[config.mk]
export PLATFORM = sky130hd
export DESIGN_NAME = pcg_rxs_m_xs_random_generator_top_flat
export DESIGN_NICKNAME = d
export VERILOG_FILES = /design/src/rtl/core/pcg_rxs_pkg.sv /design/src/rtl/core/pcg_rxs_req_if.sv /design/src/rtl/core/pcg_rxs_rsp_if.sv /design/src/rtl/core/pcg_rxs_dp.sv /design/src/rtl/core/pcg_rxs_ctrl.sv /design/src/rtl/core/pcg_rxs_m_xs_random_generator_top.sv /design/src/flat_wrapper.sv
export SDC_FILE = /design/constraint.sdc
export NUM_CORES = 2
export LEC_CHECK = 0
export BUFFER_PORTS_ARGS = -buffer_cell sky130_fd_sc_hd__buf_2
export CAP_MARGIN = 15
export CELL_PAD_IN_SITES_DETAIL_PLACEMENT = 1
export CELL_PAD_IN_SITES_GLOBAL_PLACEMENT = 1
export CORE_MARGIN = 4
export CORE_UTILIZATION = 45
export CTS_CLUSTER_SIZE = 28
export DETAILED_ROUTE_END_ITERATION = 6
export GPL_TIMING_DRIVEN = 0
export HOLD_SLACK_MARGIN = 0.05
export MAX_ROUTING_LAYER = met4
export PLACE_DENSITY_LB_ADDON = 0.05
export SLEW_MARGIN = 0
export SYNTH_ARGS = -nofsm -noshare
export SYNTH_HDL_FRONTEND = slang
export SYNTH_SLANG_ARGS = --single-unit
[constraint.sdc]
create_clock -name clk -period 10.4 [get_ports clk]
set_input_delay 2.08 -clock clk [delete_from_list [all_inputs] [get_ports clk]]
set_output_delay 2.08 -clock clk [all_outputs]
set_load 0.005 [all_outputs]
[src/rtl/core/pcg_rxs_pkg.sv]
// shared types and constants of the pcg rxs-m-xs random generator
`timescale 1ns / 1ps

package pcg_rxs_pkg;

  localparam int WORD_W    = 64;
  localparam int HALF_W    = WORD_W / 2;
  localparam int DIV_CNT_W = $clog2(WORD_W);
  localparam int ROT_W     = 5;

  // lcg and output permutation constants
  localparam logic [WORD_W-1:0] LCG_MULT  = 64'h5851_F42D_4C95_7F2D;
  localparam logic [WORD_W-1:0] LCG_INC   = 64'h1405_7B7E_F767_814F;
  localparam logic [WORD_W-1:0] OUT_MULT  = 64'hAEF1_7502_108E_F2D9;
  localparam int                ROT_SHIFT   = 59;
  localparam int                BASE_SHIFT  = 5;
  localparam int                FINAL_SHIFT = 43;

  // request kinds
  localparam logic KIND_RAW     = 1'b0;
  localparam logic KIND_UNIFORM = 1'b1;

  typedef enum logic [3:0] {
    ST_IDLE,
    ST_LCG_LL,
    ST_LCG_HL,
    ST_LCG_LH,
    ST_OUT_LL,
    ST_OUT_HL,
    ST_OUT_LH,
    ST_DIV,
    ST_FIN
  } ctrl_state_t;

  // which 32x32 partial product the shared multiplier forms
  typedef enum logic [1:0] {
    MP_LL,
    MP_HL,
    MP_LH
  } mul_phase_t;

  // which 64-bit product is being built
  typedef enum logic {
    SRC_LCG,
    SRC_OUT
  } mul_src_t;

  typedef struct packed {
    logic       accept;
    logic       seed_ld;
    logic       mul_en;
    mul_phase_t mul_phase;
    mul_src_t   mul_src;
    logic       rem_clr;
    logic       div_step;
    logic       load_out;
  } dp_cmd_t;

  typedef struct packed {
    logic kind;
    logic range_zero;
  } dp_sts_t;

endpackage

[src/rtl/core/pcg_rxs_req_if.sv]
// request channel interface of the pcg rxs-m-xs random generator
`timescale 1ns / 1ps

interface pcg_rxs_req_if;
  logic                            valid;
  logic                            ready;
  logic                            kind;
  logic [pcg_rxs_pkg::WORD_W-1:0]  min_value;
  logic [pcg_rxs_pkg::WORD_W-1:0]  max_value;

  modport source (output valid, output kind, output min_value, output max_value,
                  input ready);
  modport sink   (input valid, input kind, input min_value, input max_value,
                  output ready);
endinterface

[src/rtl/core/pcg_rxs_rsp_if.sv]
// result channel interface of the pcg rxs-m-xs random generator
`timescale 1ns / 1ps

interface pcg_rxs_rsp_if;
  logic                            valid;
  logic                            ready;
  logic [pcg_rxs_pkg::WORD_W-1:0]  value;
  logic                            range_error;

  modport source (output valid, output value, output range_error, input ready);
  modport sink   (input valid, input value, input range_error, output ready);
endinterface

[src/rtl/core/pcg_rxs_dp.sv]
// datapath: lcg state, shared 32x32 multiplier, bit-serial remainder, result word
`timescale 1ns / 1ps

module pcg_rxs_dp (
  input  logic                            clk,
  input  logic                            rst_n,
  input  pcg_rxs_pkg::dp_cmd_t            cmd,
  output pcg_rxs_pkg::dp_sts_t            sts,
  input  logic                            in_kind,
  input  logic [pcg_rxs_pkg::WORD_W-1:0]  in_min_value,
  input  logic [pcg_rxs_pkg::WORD_W-1:0]  in_max_value,
  input  logic [pcg_rxs_pkg::WORD_W-1:0]  cfg_wdata,
  output logic [pcg_rxs_pkg::WORD_W-1:0]  out_value,
  output logic                            out_range_error
);

  localparam int W = pcg_rxs_pkg::WORD_W;
  localparam int H = pcg_rxs_pkg::HALF_W;

  logic [W-1:0] state_r, state_nxt;
  logic [W-1:0] w_r, w_nxt;
  logic [W-1:0] acc_r, acc_nxt;
  logic [W-1:0] word_r, word_nxt;
  logic [W-1:0] rem_r, rem_nxt;
  logic [W-1:0] min_r, min_nxt;
  logic [W-1:0] range_r, range_nxt;
  logic         kind_r, kind_nxt;
  logic         range_zero_r, range_zero_nxt;
  logic [W-1:0] value_r, value_nxt;
  logic         err_r, err_nxt;

  logic [pcg_rxs_pkg::ROT_W-1:0] rot;
  logic [5:0]                    xs_amt;
  logic [W-1:0]                  permuted;
  logic [W-1:0]                  mul_a, mul_b;
  logic [H-1:0]                  mul_x, mul_y;
  logic [W-1:0]                  prod;
  logic [W-1:0]                  mul_sum;
  logic [W:0]                    div_t;

  // xorshift of the old state, shift set by its top bits
  always_comb begin
    rot      = state_r[W-1 -: pcg_rxs_pkg::ROT_W];
    xs_amt   = 6'(pcg_rxs_pkg::BASE_SHIFT) + 6'(rot);
    permuted = state_r ^ (state_r >> xs_amt);
  end

  // shared multiplier operand selection
  always_comb begin
    mul_a = (cmd.mul_src == pcg_rxs_pkg::SRC_OUT) ? w_r : state_r;
    mul_b = (cmd.mul_src == pcg_rxs_pkg::SRC_OUT) ? pcg_rxs_pkg::OUT_MULT
                                                   : pcg_rxs_pkg::LCG_MULT;
    unique case (cmd.mul_phase)
      pcg_rxs_pkg::MP_LL: begin
        mul_x = mul_a[H-1:0];
        mul_y = mul_b[H-1:0];
      end
      pcg_rxs_pkg::MP_HL: begin
        mul_x = mul_a[W-1:H];
        mul_y = mul_b[H-1:0];
      end
      pcg_rxs_pkg::MP_LH: begin
        mul_x = mul_a[H-1:0];
        mul_y = mul_b[W-1:H];
      end
      default: begin
        mul_x = '0;
        mul_y = '0;
      end
    endcase
    prod    = W'(mul_x) * W'(mul_y);
    mul_sum = acc_r + {prod[H-1:0], {H{1'b0}}};
  end

  // one restoring remainder step
  assign div_t = {rem_r, word_r[W-1]};

  // next-state logic of the datapath registers
  always_comb begin
    state_nxt      = state_r;
    w_nxt          = w_r;
    acc_nxt        = acc_r;
    word_nxt       = word_r;
    rem_nxt        = rem_r;
    min_nxt        = min_r;
    range_nxt      = range_r;
    kind_nxt       = kind_r;
    range_zero_nxt = range_zero_r;
    value_nxt      = value_r;
    err_nxt        = err_r;

    if (cmd.seed_ld) begin
      state_nxt = cfg_wdata + pcg_rxs_pkg::LCG_INC;
    end

    if (cmd.accept) begin
      w_nxt          = permuted;
      kind_nxt       = in_kind;
      min_nxt        = in_min_value;
      range_nxt      = in_max_value - in_min_value;
      range_zero_nxt = (in_max_value == in_min_value);
    end

    if (cmd.mul_en) begin
      unique case (cmd.mul_phase)
        pcg_rxs_pkg::MP_LL: acc_nxt = prod;
        pcg_rxs_pkg::MP_HL: acc_nxt = mul_sum;
        pcg_rxs_pkg::MP_LH: begin
          if (cmd.mul_src == pcg_rxs_pkg::SRC_LCG) begin
            state_nxt = mul_sum + pcg_rxs_pkg::LCG_INC;
          end else begin
            word_nxt = mul_sum ^ (mul_sum >> pcg_rxs_pkg::FINAL_SHIFT);
          end
        end
        default: acc_nxt = acc_r;
      endcase
    end

    if (cmd.rem_clr) begin
      rem_nxt = '0;
    end

    if (cmd.div_step) begin
      word_nxt = {word_r[W-2:0], 1'b0};
      if (div_t >= {1'b0, range_r}) begin
        rem_nxt = W'(div_t - {1'b0, range_r});
      end else begin
        rem_nxt = div_t[W-1:0];
      end
    end

    if (cmd.load_out) begin
      priority if (kind_r == pcg_rxs_pkg::KIND_RAW) begin
        value_nxt = word_r;
        err_nxt   = 1'b0;
      end else if (range_zero_r) begin
        value_nxt = min_r;
        err_nxt   = 1'b1;
      end else begin
        value_nxt = min_r + rem_r;
        err_nxt   = 1'b0;
      end
    end
  end

  // generator state register
  always_ff @(posedge clk) begin
    if (!rst_n) begin
      state_r <= '0;
    end else begin
      state_r <= state_nxt;
    end
  end

  // working and result registers
  always_ff @(posedge clk) begin
    w_r          <= w_nxt;
    acc_r        <= acc_nxt;
    word_r       <= word_nxt;
    rem_r        <= rem_nxt;
    min_r        <= min_nxt;
    range_r      <= range_nxt;
    kind_r       <= kind_nxt;
    range_zero_r <= range_zero_nxt;
    value_r      <= value_nxt;
    err_r        <= err_nxt;
  end

  assign sts.kind        = kind_r;
  assign sts.range_zero  = range_zero_r;
  assign out_value       = value_r;
  assign out_range_error = err_r;

endmodule

[src/rtl/core/pcg_rxs_ctrl.sv]
// controller: sequences seeding, the two products, the remainder and the result word
`timescale 1ns / 1ps

module pcg_rxs_ctrl (
  input  logic                  clk,
  input  logic                  rst_n,
  input  logic                  in_valid,
  output logic                  in_ready,
  output logic                  out_valid,
  input  logic                  out_ready,
  input  logic                  cfg_we,
  output pcg_rxs_pkg::dp_cmd_t  cmd,
  input  pcg_rxs_pkg::dp_sts_t  sts
);

  localparam logic [pcg_rxs_pkg::DIV_CNT_W-1:0] DIV_LAST =
    pcg_rxs_pkg::DIV_CNT_W'(pcg_rxs_pkg::WORD_W - 1);

  pcg_rxs_pkg::ctrl_state_t             state_r, state_nxt;
  logic                                 seed_run_r, seed_run_nxt;
  logic [pcg_rxs_pkg::DIV_CNT_W-1:0]    div_cnt_r, div_cnt_nxt;
  logic                                 out_valid_r, out_valid_nxt;

  // state and control registers
  always_ff @(posedge clk) begin
    if (!rst_n) begin
      state_r     <= pcg_rxs_pkg::ST_IDLE;
      seed_run_r  <= 1'b0;
      div_cnt_r   <= '0;
      out_valid_r <= 1'b0;
    end else begin
      state_r     <= state_nxt;
      seed_run_r  <= seed_run_nxt;
      div_cnt_r   <= div_cnt_nxt;
      out_valid_r <= out_valid_nxt;
    end
  end

  // next state and datapath commands
  always_comb begin
    state_nxt     = state_r;
    seed_run_nxt  = seed_run_r;
    div_cnt_nxt   = div_cnt_r;
    out_valid_nxt = out_valid_r && !out_ready;
    in_ready      = 1'b0;
    cmd           = '0;

    unique case (state_r)
      pcg_rxs_pkg::ST_IDLE: begin
        in_ready = !cfg_we;
        if (cfg_we) begin
          cmd.seed_ld  = 1'b1;
          seed_run_nxt = 1'b1;
          state_nxt    = pcg_rxs_pkg::ST_LCG_LL;
        end else if (in_valid) begin
          cmd.accept   = 1'b1;
          seed_run_nxt = 1'b0;
          state_nxt    = pcg_rxs_pkg::ST_LCG_LL;
        end
      end
      pcg_rxs_pkg::ST_LCG_LL: begin
        cmd.mul_en    = 1'b1;
        cmd.mul_phase = pcg_rxs_pkg::MP_LL;
        cmd.mul_src   = pcg_rxs_pkg::SRC_LCG;
        state_nxt     = pcg_rxs_pkg::ST_LCG_HL;
      end
      pcg_rxs_pkg::ST_LCG_HL: begin
        cmd.mul_en    = 1'b1;
        cmd.mul_phase = pcg_rxs_pkg::MP_HL;
        cmd.mul_src   = pcg_rxs_pkg::SRC_LCG;
        state_nxt     = pcg_rxs_pkg::ST_LCG_LH;
      end
      pcg_rxs_pkg::ST_LCG_LH: begin
        cmd.mul_en    = 1'b1;
        cmd.mul_phase = pcg_rxs_pkg::MP_LH;
        cmd.mul_src   = pcg_rxs_pkg::SRC_LCG;
        state_nxt     = seed_run_r ? pcg_rxs_pkg::ST_IDLE : pcg_rxs_pkg::ST_OUT_LL;
      end
      pcg_rxs_pkg::ST_OUT_LL: begin
        cmd.mul_en    = 1'b1;
        cmd.mul_phase = pcg_rxs_pkg::MP_LL;
        cmd.mul_src   = pcg_rxs_pkg::SRC_OUT;
        state_nxt     = pcg_rxs_pkg::ST_OUT_HL;
      end
      pcg_rxs_pkg::ST_OUT_HL: begin
        cmd.mul_en    = 1'b1;
        cmd.mul_phase = pcg_rxs_pkg::MP_HL;
        cmd.mul_src   = pcg_rxs_pkg::SRC_OUT;
        state_nxt     = pcg_rxs_pkg::ST_OUT_LH;
      end
      pcg_rxs_pkg::ST_OUT_LH: begin
        cmd.mul_en    = 1'b1;
        cmd.mul_phase = pcg_rxs_pkg::MP_LH;
        cmd.mul_src   = pcg_rxs_pkg::SRC_OUT;
        if (sts.kind == pcg_rxs_pkg::KIND_UNIFORM && !sts.range_zero) begin
          cmd.rem_clr = 1'b1;
          div_cnt_nxt = '0;
          state_nxt   = pcg_rxs_pkg::ST_DIV;
        end else begin
          state_nxt   = pcg_rxs_pkg::ST_FIN;
        end
      end
      pcg_rxs_pkg::ST_DIV: begin
        cmd.div_step = 1'b1;
        div_cnt_nxt  = div_cnt_r + 1'b1;
        if (div_cnt_r == DIV_LAST) begin
          state_nxt = pcg_rxs_pkg::ST_FIN;
        end
      end
      pcg_rxs_pkg::ST_FIN: begin
        if (!out_valid_r || out_ready) begin
          cmd.load_out  = 1'b1;
          out_valid_nxt = 1'b1;
          state_nxt     = pcg_rxs_pkg::ST_IDLE;
        end
      end
      default: begin
        state_nxt = pcg_rxs_pkg::ST_IDLE;
      end
    endcase
  end

  assign out_valid = out_valid_r;

  // an accepted word starts the state advance, not a seeding run
  a_accept_starts: assert property (@(posedge clk) disable iff (!rst_n)
    (in_valid && in_ready) |=> (state_r == pcg_rxs_pkg::ST_LCG_LL && !seed_run_r))
    else $error("accepted word did not start the state advance");

  // the result register is never overwritten while still held
  a_no_overwrite: assert property (@(posedge clk) disable iff (!rst_n)
    cmd.load_out |-> (!out_valid_r || out_ready))
    else $error("result register loaded while still held");

  // remainder steps only run for a uniform word with a nonzero range
  a_div_only_uniform: assert property (@(posedge clk) disable iff (!rst_n)
    (state_r == pcg_rxs_pkg::ST_DIV) |-> (sts.kind && !sts.range_zero))
    else $error("remainder running for a raw or zero-range word");

  // a seeding run ends after the state advance without a result
  a_seed_no_result: assert property (@(posedge clk) disable iff (!rst_n)
    (state_r == pcg_rxs_pkg::ST_LCG_LH && seed_run_r) |=>
      (state_r == pcg_rxs_pkg::ST_IDLE && !cmd.load_out))
    else $error("seeding run did not return to idle");

endmodule

[src/rtl/core/pcg_rxs_m_xs_random_generator_top.sv]
// top level of the pcg rxs-m-xs 64-bit random generator
// each word runs the lcg and output products, three partial products each on the shared 32x32
//   multiplier; a uniform word with a nonzero range then runs the bit-serial remainder; these set
//   the rate. The result loads once the last one is taken; a new word is accepted after that load
// a seed write keeps the request side busy while the state advances once
// reset (synchronous, active low) clears the generator state to zero and empties the result stage
`timescale 1ns / 1ps

module pcg_rxs_m_xs_random_generator_top (
  input  logic                            clk,
  input  logic                            rst_n,
  pcg_rxs_req_if.sink                     in_ch,
  pcg_rxs_rsp_if.source                   out_ch,
  input  logic                            cfg_we,
  input  logic [pcg_rxs_pkg::WORD_W-1:0]  cfg_wdata
);

  pcg_rxs_pkg::dp_cmd_t cmd;
  pcg_rxs_pkg::dp_sts_t sts;

  // sequencer
  pcg_rxs_ctrl u_ctrl (
    .clk       (clk),
    .rst_n     (rst_n),
    .in_valid  (in_ch.valid),
    .in_ready  (in_ch.ready),
    .out_valid (out_ch.valid),
    .out_ready (out_ch.ready),
    .cfg_we    (cfg_we),
    .cmd       (cmd),
    .sts       (sts)
  );

  // arithmetic and storage
  pcg_rxs_dp u_dp (
    .clk             (clk),
    .rst_n           (rst_n),
    .cmd             (cmd),
    .sts             (sts),
    .in_kind         (in_ch.kind),
    .in_min_value    (in_ch.min_value),
    .in_max_value    (in_ch.max_value),
    .cfg_wdata       (cfg_wdata),
    .out_value       (out_ch.value),
    .out_range_error (out_ch.range_error)
  );

endmodule
[src/flat_wrapper.sv]
// flat-port wrapper written by rule: the top's interface ports become plain ports
module pcg_rxs_m_xs_random_generator_top_flat 
  (clk, rst_n, cfg_we, cfg_wdata, in_ch_valid, in_ch_kind, in_ch_min_value, in_ch_max_value, in_ch_ready, out_ch_valid, out_ch_value, out_ch_range_error, out_ch_ready);
  pcg_rxs_req_if in_ch_i ();
  pcg_rxs_rsp_if out_ch_i ();
  input  logic clk;
  input  logic rst_n;
  input  logic cfg_we;
  input  logic [pcg_rxs_pkg::WORD_W-1:0] cfg_wdata;
  input wire logic [$bits(in_ch_i.valid)-1:0] in_ch_valid;
  input wire logic [$bits(in_ch_i.kind)-1:0] in_ch_kind;
  input wire logic [$bits(in_ch_i.min_value)-1:0] in_ch_min_value;
  input wire logic [$bits(in_ch_i.max_value)-1:0] in_ch_max_value;
  output wire logic [$bits(in_ch_i.ready)-1:0] in_ch_ready;
  output wire logic [$bits(out_ch_i.valid)-1:0] out_ch_valid;
  output wire logic [$bits(out_ch_i.value)-1:0] out_ch_value;
  output wire logic [$bits(out_ch_i.range_error)-1:0] out_ch_range_error;
  input wire logic [$bits(out_ch_i.ready)-1:0] out_ch_ready;
  assign in_ch_i.valid = in_ch_valid;
  assign in_ch_i.kind = in_ch_kind;
  assign in_ch_i.min_value = in_ch_min_value;
  assign in_ch_i.max_value = in_ch_max_value;
  assign in_ch_ready = in_ch_i.ready;
  assign out_ch_valid = out_ch_i.valid;
  assign out_ch_value = out_ch_i.value;
  assign out_ch_range_error = out_ch_i.range_error;
  assign out_ch_i.ready = out_ch_ready;
  pcg_rxs_m_xs_random_generator_top u_core (.clk(clk), .rst_n(rst_n), .in_ch(in_ch_i), .out_ch(out_ch_i), .cfg_we(cfg_we), .cfg_wdata(cfg_wdata));
endmodule
==> results.cfg <==
[status]
status = finished, violations left
failed_checks = setup timing

[worst_setup_path]
max_stage_delay_ns = 0.67
crit_path_end_kind = flop
crit_slowest_cell = fa_2
path_class = flop to flop
cp.required_ns = 11.01
crit_path_max_fanout = 10
cp-start-kind = flop
cp.arrival_ns = 11.30
cp_common_cell = inv_2

[clock_network]
cts_max_path_buffers = 3
htreeDepth = 3
insertion_delay_ns = 0.69
cts_buffers = 70
clock-root-buffer = clkbuf_16
hold_buffers = 0
clk_pin_slew_ns = 0.06
cts.sinks = 527
tritoncts = yes

[logic_synthesis]
yosysTopAreaCellShare = 0.244
synth_area_per_cell_um2 = 9.11
yosys_warnings = 0
synth_area_leader_cell = fa_1
yosys-top-cells-area = fa_1 (24%), edfxtp_1 (19%), ha_1 (9.6%), inv_1 (6.7%), a21oi_1 (4.2%)
synth-async-reset-ratio = 0
synth_edf_count = 450
synth_fp_nets = 9232
ys_seq_area_frac = 0.216
netlist_area_mm2 = 0.0697
synth.distinct_cells = 104
synth_ff_type = edfxtp_1
synth-seq-cells = 527
synth_cells = 7651

[placed_design]
place_ws_ns = -3.74
gp_congestion = 1.04
placed_area_mm2 = 0.0742
io_buffers = 263
hpwlAfterDp_um = 265000

[floorplanning]
die-area_mm2 = 0.161
rows = 144
io_pins = 265
coreArea_mm2 = 0.154
initial_core_util = 0.452
die_h_um = 402
die_w_um = 402

[detailed_routing]
first_pass_iters = 6
routedWlPerCell_um = 30.9
ant_nets = 0
routed_wl_um = 319000
num_vias = 62559
viasPerCell = 6.06
drt_iter0_markers = 6558
drcViolationCount = 0

[finish]
syn2layout_area_growth_pct = 16.2
drive_gt1_frac = 0.144
design_area_mm2 = 0.0810
fin_nets = 9798

[timing]
finalMaxSlewViolations = 0
finalCritPeriodShare = 1.03
grt_setup_unrepaired = true
setup_viol = 7
whs_ns = 0.511
layout_setup_ws_ns = -0.293
fin_worst_skew_ns = 0.0604
hold_violations = 0
slew_headroom = 0.117
tightest_slew_ns = 1.31
clock.fmax_mhz = 93.5
min_period_ns = 10.69

[global_routing]
track_usage = 0.397
grt_pass1_wl_um = 453000
grt-ovfl-total = 0
grt_antenna_before_repair = 14
first_global_vias = 64438
grt_max_degree = 65

[job]
max-cap-violations = 0

[min_path]
hold_class = flop to flop
## metrics by stage
step | utilization | TNS [ns] | std cells
after floorplan | - | 0 | 7651
after global placement | 0.478 | -254.69 | 9958
after detailed placement | 0.482 | -215.24 | 9996
after CTS | 0.516 | -0.00809 | 10247
after global routing | 0.526 | -3.17 | 10320
final | 0.526 | -1.42 | 10326
## worst paths after layout
check / start / endpoint / slack (ns) / depth (start not counted)
setup / recovery: u_core.u_ctrl.state_r[2]$_SDFFE_PN0P_ / u_core.u_dp.state_r[63]$_SDFF_PN0_ / -0.29 / 41
hold / removal: u_core.u_ctrl.div_cnt_r[5]$_SDFFE_PN0P_ / u_core.u_ctrl.div_cnt_r[5]$_SDFFE_PN0P_ / 0.51 / 1
setup reg to reg: u_core.u_ctrl.state_r[2]$_SDFFE_PN0P_ / u_core.u_dp.state_r[63]$_SDFF_PN0_ / -0.29 / 41
hold reg to reg: u_core.u_ctrl.div_cnt_r[5]$_SDFFE_PN0P_ / u_core.u_ctrl.div_cnt_r[5]$_SDFFE_PN0P_ / 0.51 / 1
## flip-flops by register name (all words and copies together) (netlist names)
register	count
u_core.u_dp.out_value	64
u_core.u_dp.range_r	64
u_core.u_ctrl.seed_run_r	1
u_core.u_ctrl.state_r	4
u_core.u_dp.word_r	64
u_core.u_ctrl.out_valid	1
u_core.u_dp.kind_r	1
u_core.u_dp.rem_r	64
u_core.u_dp.min_r	64
u_core.u_ctrl.div_cnt_r	6
u_core.u_dp.out_range_error	1
u_core.u_dp.range_zero_r	1
u_core.u_dp.state_r	64
u_core.u_dp.w_r	64
u_core.u_dp.acc_r	64
## routing by layer
layer,vias up,part of all wire,global-route usage
li1,26725,-,-
met1,32067,0.42,0.535
met2,3040,0.44,0.587
met3,727,0.093,0.0819
met4,0,0.052,0.158
met5,-,0,-
## final cells by class
type	instances	area, um^2
Timing Repair Buffer	510	3640
Antenna cell	11	27.5
Tap cell	2044	2560
Fill cell	17701	73100
Timing Repair inverter	2	17.5
Clock inverter	34	390
Buffer	286	1540
Inverter	1257	4860
Sequential cell	527	15100
Multi-Input combinational cell	5563	50900
Clock buffer	92	1960
## critical path, delay by kind of cell, from the launching register on
family                     cells  cell delay (ns)
AOI/OAI and AO/OA             12             2.53
xor gates and xnor gates       1             0.18
adders and majority gates     10             4.61
buffers and inverters         10             1.09
DFF                            1             0.41
and+or+nand+nor                8             1.76
## cell usage after synthesis (all sizes together) (16+ instances only)
master / n
mux2: 40
edfxtp: 450
xor2: 200
nand2: 754
o211ai: 39
a21oi: 585
o21ai: 312
and2: 76
ha: 532
mux4: 50
mux2i: 83
nor3: 92
and3: 36
or3: 33
clkbuf: 255
a211oi: 123
o31ai: 33
fa: 851
a221oi: 16
nor2b: 66
a21o: 145
inv: 1251
nand2b: 49
dfxtp: 77
o21bai: 64
nand3: 108
a311oi: 17
buf: 49
nor2: 633
xnor2: 237
nand4: 68
a31oi: 44
o21a: 53
## cells in the final DEF, fill, tap and decap left out, types with 68 or more instances in the layout
master | synthesis | layout
xnor2_1 | 235 | 212
a21oi_1 | 584 | 561
nor3_1 | 86 | 80
clkbuf_1 | 255 | 197
buf_2 | 22 | 290
nand3_1 | 108 | 98
dfxtp_1 | 77 | 70
mux2i_1 | 83 | 83
and2_1 | 75 | 72
xor2_1 | 199 | 188
nor2_1 | 633 | 602
clkbuf_16 | 0 | 81
o21ai_0 | 280 | 260
a211oi_1 | 122 | 116
nand4_1 | 68 | 68
buf_4 | 1 | 191
a21o_1 | 144 | 143
nand2_1 | 754 | 699
ha_1 | 532 | 498
fa_1 | 851 | 832
edfxtp_1 | 450 | 450
inv_1 | 1248 | 1202
## cells by family after synthesis
kind of cell / after synthesis / share of synthesized area
and+or+nand+nor: 1996 / 0.128
buffers and inverters: 1561 / 0.0847
AOI/OAI and AO/OA: 1574 / 0.141
DFF: 527 / 0.216
xor gates and xnor gates: 437 / 0.0552
adders and majority gates: 1383 / 0.340
muxes: 173 / 0.0345
## timing repair
| item | in CTS | in global routing |
|---|---|---|
| resized for setup | 504 | 209 |
| buffers inserted | 135 | 74 |
| endpoints found under the setup margin | 113 | 46 |
| gates cloned | 3 | 0 |
| pin swaps | 103 | 99 |
Power is left out: the tool's default activity adds up to more than one toggle a clock period on the data nets, which glitch-free logic cannot reach.
